--- src/rtl/core/prle_pkg.sv ---
// Shared types and constants for the palette run-length encoder.
// No dependencies; every other file of the block uses it by scoped names.
package prle_pkg;

  localparam int FLOAT_W = 32;
  localparam int TAG_W   = 8;
  localparam int LEN_W   = 16;
  localparam int SLOT_W  = 8;
  localparam int MAT_W   = 5 * FLOAT_W + TAG_W;

  // record_kind codes
  localparam logic KIND_ENTRY = 1'b0;
  localparam logic KIND_RUN   = 1'b1;

  typedef struct packed {
    logic [FLOAT_W-1:0] density;
    logic [FLOAT_W-1:0] strength;
    logic [FLOAT_W-1:0] conductivity;
    logic [FLOAT_W-1:0] porosity;
    logic [FLOAT_W-1:0] hardness;
    logic [TAG_W-1:0]   tag;
  } material_t;

  typedef struct packed {
    logic               record_kind;
    logic [LEN_W-1:0]   run_length;
    logic [SLOT_W-1:0]  palette_slot;
    material_t          mat;
    logic               overflow;
    logic               chunk_end;
    logic               last_of_item;
  } out_item_t;

endpackage

--- src/rtl/core/prle_match.sv ---
// Material comparator: float equality on five fields plus tag equality.
// Depends on prle_pkg for the material type.
module prle_match (
  input  prle_pkg::material_t stored,
  input  prle_pkg::material_t probe,
  output logic                hit
);

  function automatic logic is_nan(input logic [prle_pkg::FLOAT_W-1:0] x);
    return x[prle_pkg::FLOAT_W-2:0] > 31'h7f80_0000;
  endfunction

  // Zeros of either sign compare equal; a NaN never does.
  function automatic logic float_eq(input logic [prle_pkg::FLOAT_W-1:0] a,
                                    input logic [prle_pkg::FLOAT_W-1:0] b);
    logic [prle_pkg::FLOAT_W-1:0] ab;
    ab = a | b;
    return !is_nan(a) && !is_nan(b) && ((a == b) || (ab[prle_pkg::FLOAT_W-2:0] == '0));
  endfunction

  assign hit = float_eq(stored.density, probe.density)
            && float_eq(stored.strength, probe.strength)
            && float_eq(stored.conductivity, probe.conductivity)
            && float_eq(stored.porosity, probe.porosity)
            && float_eq(stored.hardness, probe.hardness)
            && (stored.tag == probe.tag);

endmodule

--- config.mk ---
export PLATFORM = sky130hd
export DESIGN_NAME = prle_match
export DESIGN_NICKNAME = d
export VERILOG_FILES = /design/src/rtl/core/prle_pkg.sv /design/src/rtl/core/prle_match.sv
export SDC_FILE = /design/constraint.sdc
export NUM_CORES = 1
export LEC_CHECK = 0
export CORE_AREA = 2 2 131 133
export DETAILED_ROUTE_END_ITERATION = 16
export DIE_AREA = 0 0 133 135
export DONT_BUFFER_PORTS = 1
export GPL_TIMING_DRIVEN = 0
export PLACE_DENSITY_LB_ADDON = 0.2
export SLEW_MARGIN = 20
export SYNTH_ARGS = -nofsm -noshare
export SYNTH_HDL_FRONTEND = slang
export SYNTH_SLANG_ARGS = --single-unit
export TNS_END_PERCENT = 1
--- constraint.sdc ---
create_clock -name vclk -period 6.3
set_clock_uncertainty 0.1 [all_clocks]
set_input_delay 0.63 -clock vclk [all_inputs]
set_output_delay 0.63 -clock vclk [all_outputs]
set_load 0.1 [all_outputs]
# Word level (Yosys, flattened, before mapping)
# Cells that the tools add are included.
op_classes:
  add_sub_neg: 0
  n_mul: 0
  n_div: 0
  n_lt_le_gt_ge: 10
  eq_ne: 6
  shift: 0
  muxes: 0
  bitwise_logic: 5
  n_reduce_logical: 35
op_table:
  columns: ["operator", "count"]
  rows:
  - ["$gt 31x31->1 const B", 10]
  - ["$eq 32x32->1", 5]
  - ["$logic_not 31->1", 5]
  - ["$or 31x31->31", 5]
  - ["$logic_and 1x1->1", 15]
  - ["$logic_not 1->1", 10]
  - ["$eq 8x8->1", 1]
  - ["$logic_or 1x1->1", 5]
totals:
  reg_bits: 0
  latchBits: 0
  ramBits: 0
  mem_bits_ro: 0
  in_bits: 336
  out_inout_bits: 1
  wordCells: 56
  mem_count: 0

# Depth between registers and ports, before layout
logic_depth:
  ltp_word: 9
  mapped_depth: 8
  mapped_depth_nobuf: 8

# Least setup slack after synthesis
# OpenSTA, ideal clock, no wires.
synth_path:
  path_type: "in2out"
  start: "input port stored[73] (netlist name)"
  end: "output port hit"
  t_arrival_ns: 3.683
  required_ns: 5.570
  path_slack_ns: 1.887
  path_stages: 8
  n_path_buf: 0
  path_cell_list: "inv_1 -> ha_1 -> nor4_2 -> nand4_1 -> nor3_1 -> a21oi_1 -> or4_1 -> nor4_2"
synth_between:
  elab_chain_cells: 8
  elab_cells_between_ends: 12
  cone_classes: "order compare (1); eq/ne (1); bitwise (1); reduce/logical (9)"
synth_lines:
  columns: ["item", "line_no", "source"]
  rows:
  - ["start, declared", "prle_match.sv:4", "input prle_pkg::material_t stored,"]
  - ["$gt 31x31->1 / $or 31x31->31 (equally long branches)", "prle_match.sv:10, prle_match.sv:17", null]
  - ["$logic_not 1->1 / $logic_not 31->1 (equally long branches)", "prle_match.sv:18", "return !is_nan(a) && !is_nan(b) && ((a == b) || (ab[prle_pkg::FLOAT_W-2:0] == '0));"]
  - ["$logic_and 1x1->1 / $logic_or 1x1->1 (equally long branches)", "prle_match.sv:18", null]
  - ["$logic_and 1x1->1 *", "prle_match.sv:18", null]
  - ["$logic_and 1x1->1 *", "prle_match.sv:23", "&& float_eq(stored.conductivity, probe.conductivity)"]
  - ["$logic_and 1x1->1 *", "prle_match.sv:24", "&& float_eq(stored.porosity, probe.porosity)"]
  - ["$logic_and 1x1->1 *", "prle_match.sv:25", "&& float_eq(stored.hardness, probe.hardness)"]
  - ["$logic_and 1x1->1 *", "prle_match.sv:26", "&& (stored.tag == probe.tag);"]
  - ["end, declared", "prle_match.sv:6", "output logic hit"]
# Mark *: on every way between the ends. The rest lies on a longest branch, timed or not.

# Final worst setup path
layout_path:
  start: "input port stored[153] (netlist name)"
  end: "output port hit"
layout_between:
  elab_chain_cells: 9
  elab_cells_between_ends: 13
  cone_classes: "order compare (1); eq/ne (1); bitwise (1); reduce/logical (10)"
layout_lines:
  columns: ["item", "line_no", "source"]
  rows:
  - ["$gt 31x31->1 / $or 31x31->31 (equally long branches)", "prle_match.sv:10, prle_match.sv:17", null]
  - ["$logic_not 1->1 / $logic_not 31->1 (equally long branches)", "prle_match.sv:18", null]
  - ["$logic_and 1x1->1 / $logic_or 1x1->1 (equally long branches)", "prle_match.sv:18", null]
  - ["$logic_and 1x1->1 *", "prle_match.sv:18", null]
  - ["$logic_and 1x1->1 *", "prle_match.sv:22", "&& float_eq(stored.strength, probe.strength)"]
  - ["$logic_and 1x1->1 *", "prle_match.sv:23", null]
  - ["$logic_and 1x1->1 *", "prle_match.sv:24", null]
  - ["$logic_and 1x1->1 *", "prle_match.sv:25", null]
  - ["$logic_and 1x1->1 *", "prle_match.sv:26", null]
# Marks and branches as above.

==> out/metrics.yaml <==
run_status:
  outcome: "completed"
yosys:
  synth_area_leader_cell: "ha_1"
  synth_top_area_share_pct: 41.8
  synth_cells: 719
  syn-num-nets: 1210
  yosys.cell_count.top_type: "inv_1"
  yosysWarnings: 0
  yosysSeqAreaShare_pct: 0
  netlist_top_cells_count: "inv_1 (310), ha_1 (155), nor4_1 (95)"
  synth.avg_cell_area_sq_um: 6.45
  ys_top_cells_by_area: "ha_1 (42%), inv_1 (25%), nor4_1 (13%)"
  synthDistinctLibCells: 17
  syn_area_sq_um: 4640
routing:
  met1Wirelength_um: 6650
  maxUsedRoutingLayer: "met4"
  drc: 0
  wl_um: 17100
  wl_per_cell_um: 18.1
  vias_per_cell: 4.91
  vias: 4617
  drtPass1Iterations: 4
  postRouteAntennaNets: 0
  met2_length_um: 8710
  drtIter0Drc: 108
  route.met3.wl_um: 1640
grt:
  grt_start_max_net_pins: 3
  grt_pass1_wl_um: 25800
  grt_pass1_vias: 5101
  grt_use_total_pct: 18.3
  grt_overflow_total: 0
  antenna_found_initial: 0
cells_and_area:
  layout.area.seq_sq_um: 0
  antenna_cells: 0
  nFillCells: 1869
  seq_cell_count: 0
  num-nets-final: 1213
  clkbuf_count: 0
  final_layout_size_suffix_gt1_share_pct: 0.556
  multi_input_area_sq_um: 3480
  synthToLayoutAreaGrowth_pct: 6.72
  final_cell_count_no_fill: 940
critical_path:
  crit_type: "in -> out"
  max_stage_delay_ns: 0.62
  path_cells: "inv_1 > ha_1 > nor4_1 > nand4_1 > nor3_1 > a21oi_1 > or4_1 > nor4_4 > buf_16"
  end_kind: "primary output"
  critPathTopFamily: "simple AND/OR/NAND/NOR gates"
  cp_slowest_cell: "or4_1"
  start_kind: "input pin"
  critPathRequiredTime_ns: 5.57
  cp.depth: 9
  critical_path_buf_inv_count: 2
  worstPathArrival_ns: 2.96
  path_max_fanout: 2
die:
  rows: 47
  io_pins: 337
  die-area_sq_um: 18000
  start_util_pct: 28.3
  die_w_um: 133
  core_area_sq_um: 16400
  dieHeight_um: 135
pwr:
  total_leakage_power_nw: 3.01
  power_density_nw_per_um2: 34.4
  vdd_ir_drop_max_mv: 0.0150
sta:
  setup_viol: 0
  max_freq_mhz: 271
  rsz0062_at_grt: "no"
  fin_crit_sh_pct: 58.5
  finalMaxSlewViolations: 0
  final.setup.worst_slack_ns: 2.61
  finalSetupTns_ns: 0
  fin_crit_ns: 3.69
  tightest_slew_ns: 0.619
  hold_viol: 0
  relSlewSlack_pct: 58.2
clock_tree:
  post_cts_buffers: 0
  post_cts_resized: 0
  holdBufCountCts: 0
worst_hold_path:
  hold_path_depth: 6
  hold_class: "in -> out"
flow_run:
  maxCapViolations: 0
place:
  io_buffer_count: 0
  dpl.hpwl_um: 16800
  pre_cts_ws_ns: 2.58
  dp_cells: 940
  gp_congestion: 0.860
-- kinds of logic after synthesis --
family	count (synthesis)	synth area share (%)
adders and majority gates	155	41.8
buffers and inverters	310	25.1
xor gates and xnor gates	13	2.46
AOI/OAI and AO/OA	15	1.84
and+or+nand+nor	226	28.8
-- through the flow --
step                utilization [%]  instance area, sq um  power, mW  hold WS (ns)
finish                         30.2                  4950      0.170          1.74
global route                   30.2                  4950      0.207          1.81
CTS                            30.2                  4950      0.175          1.80
detailed placement             30.2                  4950      0.174          1.79
global placement               29.9                  4910      0.174          1.76
floorplan                         -                  4640      0.130          1.56
-- final cells by class --
type / count / area share (%)
Tap cell: 220 / 5.56
Inverter: 310 / 23.5
Timing Repair Buffer: 1 / 0.556
Multi-Input combinational cell: 409 / 70.4
-- layer usage --
metal | global-route usage [%] | vias up
met5 | 0 | -
met4 | 0.836 | 0
met1 | 21.2 | 2017
met3 | 4.84 | 4
met2 | 35.1 | 193
li1 | - | 2403
-- power by group --
group	switching (mW)	leakage [nW]	internal, mW
clock	0	0	0
sequential	0	0	0
combinational	0.0905	3.01	0.0796
total	0.0905	3.01	0.0796
-- cell usage in the layout (no fill, tap or decap), types with 5 or more instances in the layout --
cell and n:
a21oi_1 5, ha_1 155, inv_1 310, nand2_1 15
nand3_1 10, nand4_1 71, nor2_1 10, nor3_1 20
nor4_1 95, o21ai_0 7, xnor2_1 5, xor2_1 8
-- path summary, 6_finish.rpt --
check                        from  endpoint  slack, ns
worst max-delay path  stored[153]       hit       2.61
worst min-delay path  stored[148]       hit       1.74
(Power assumes the default switching activity.)
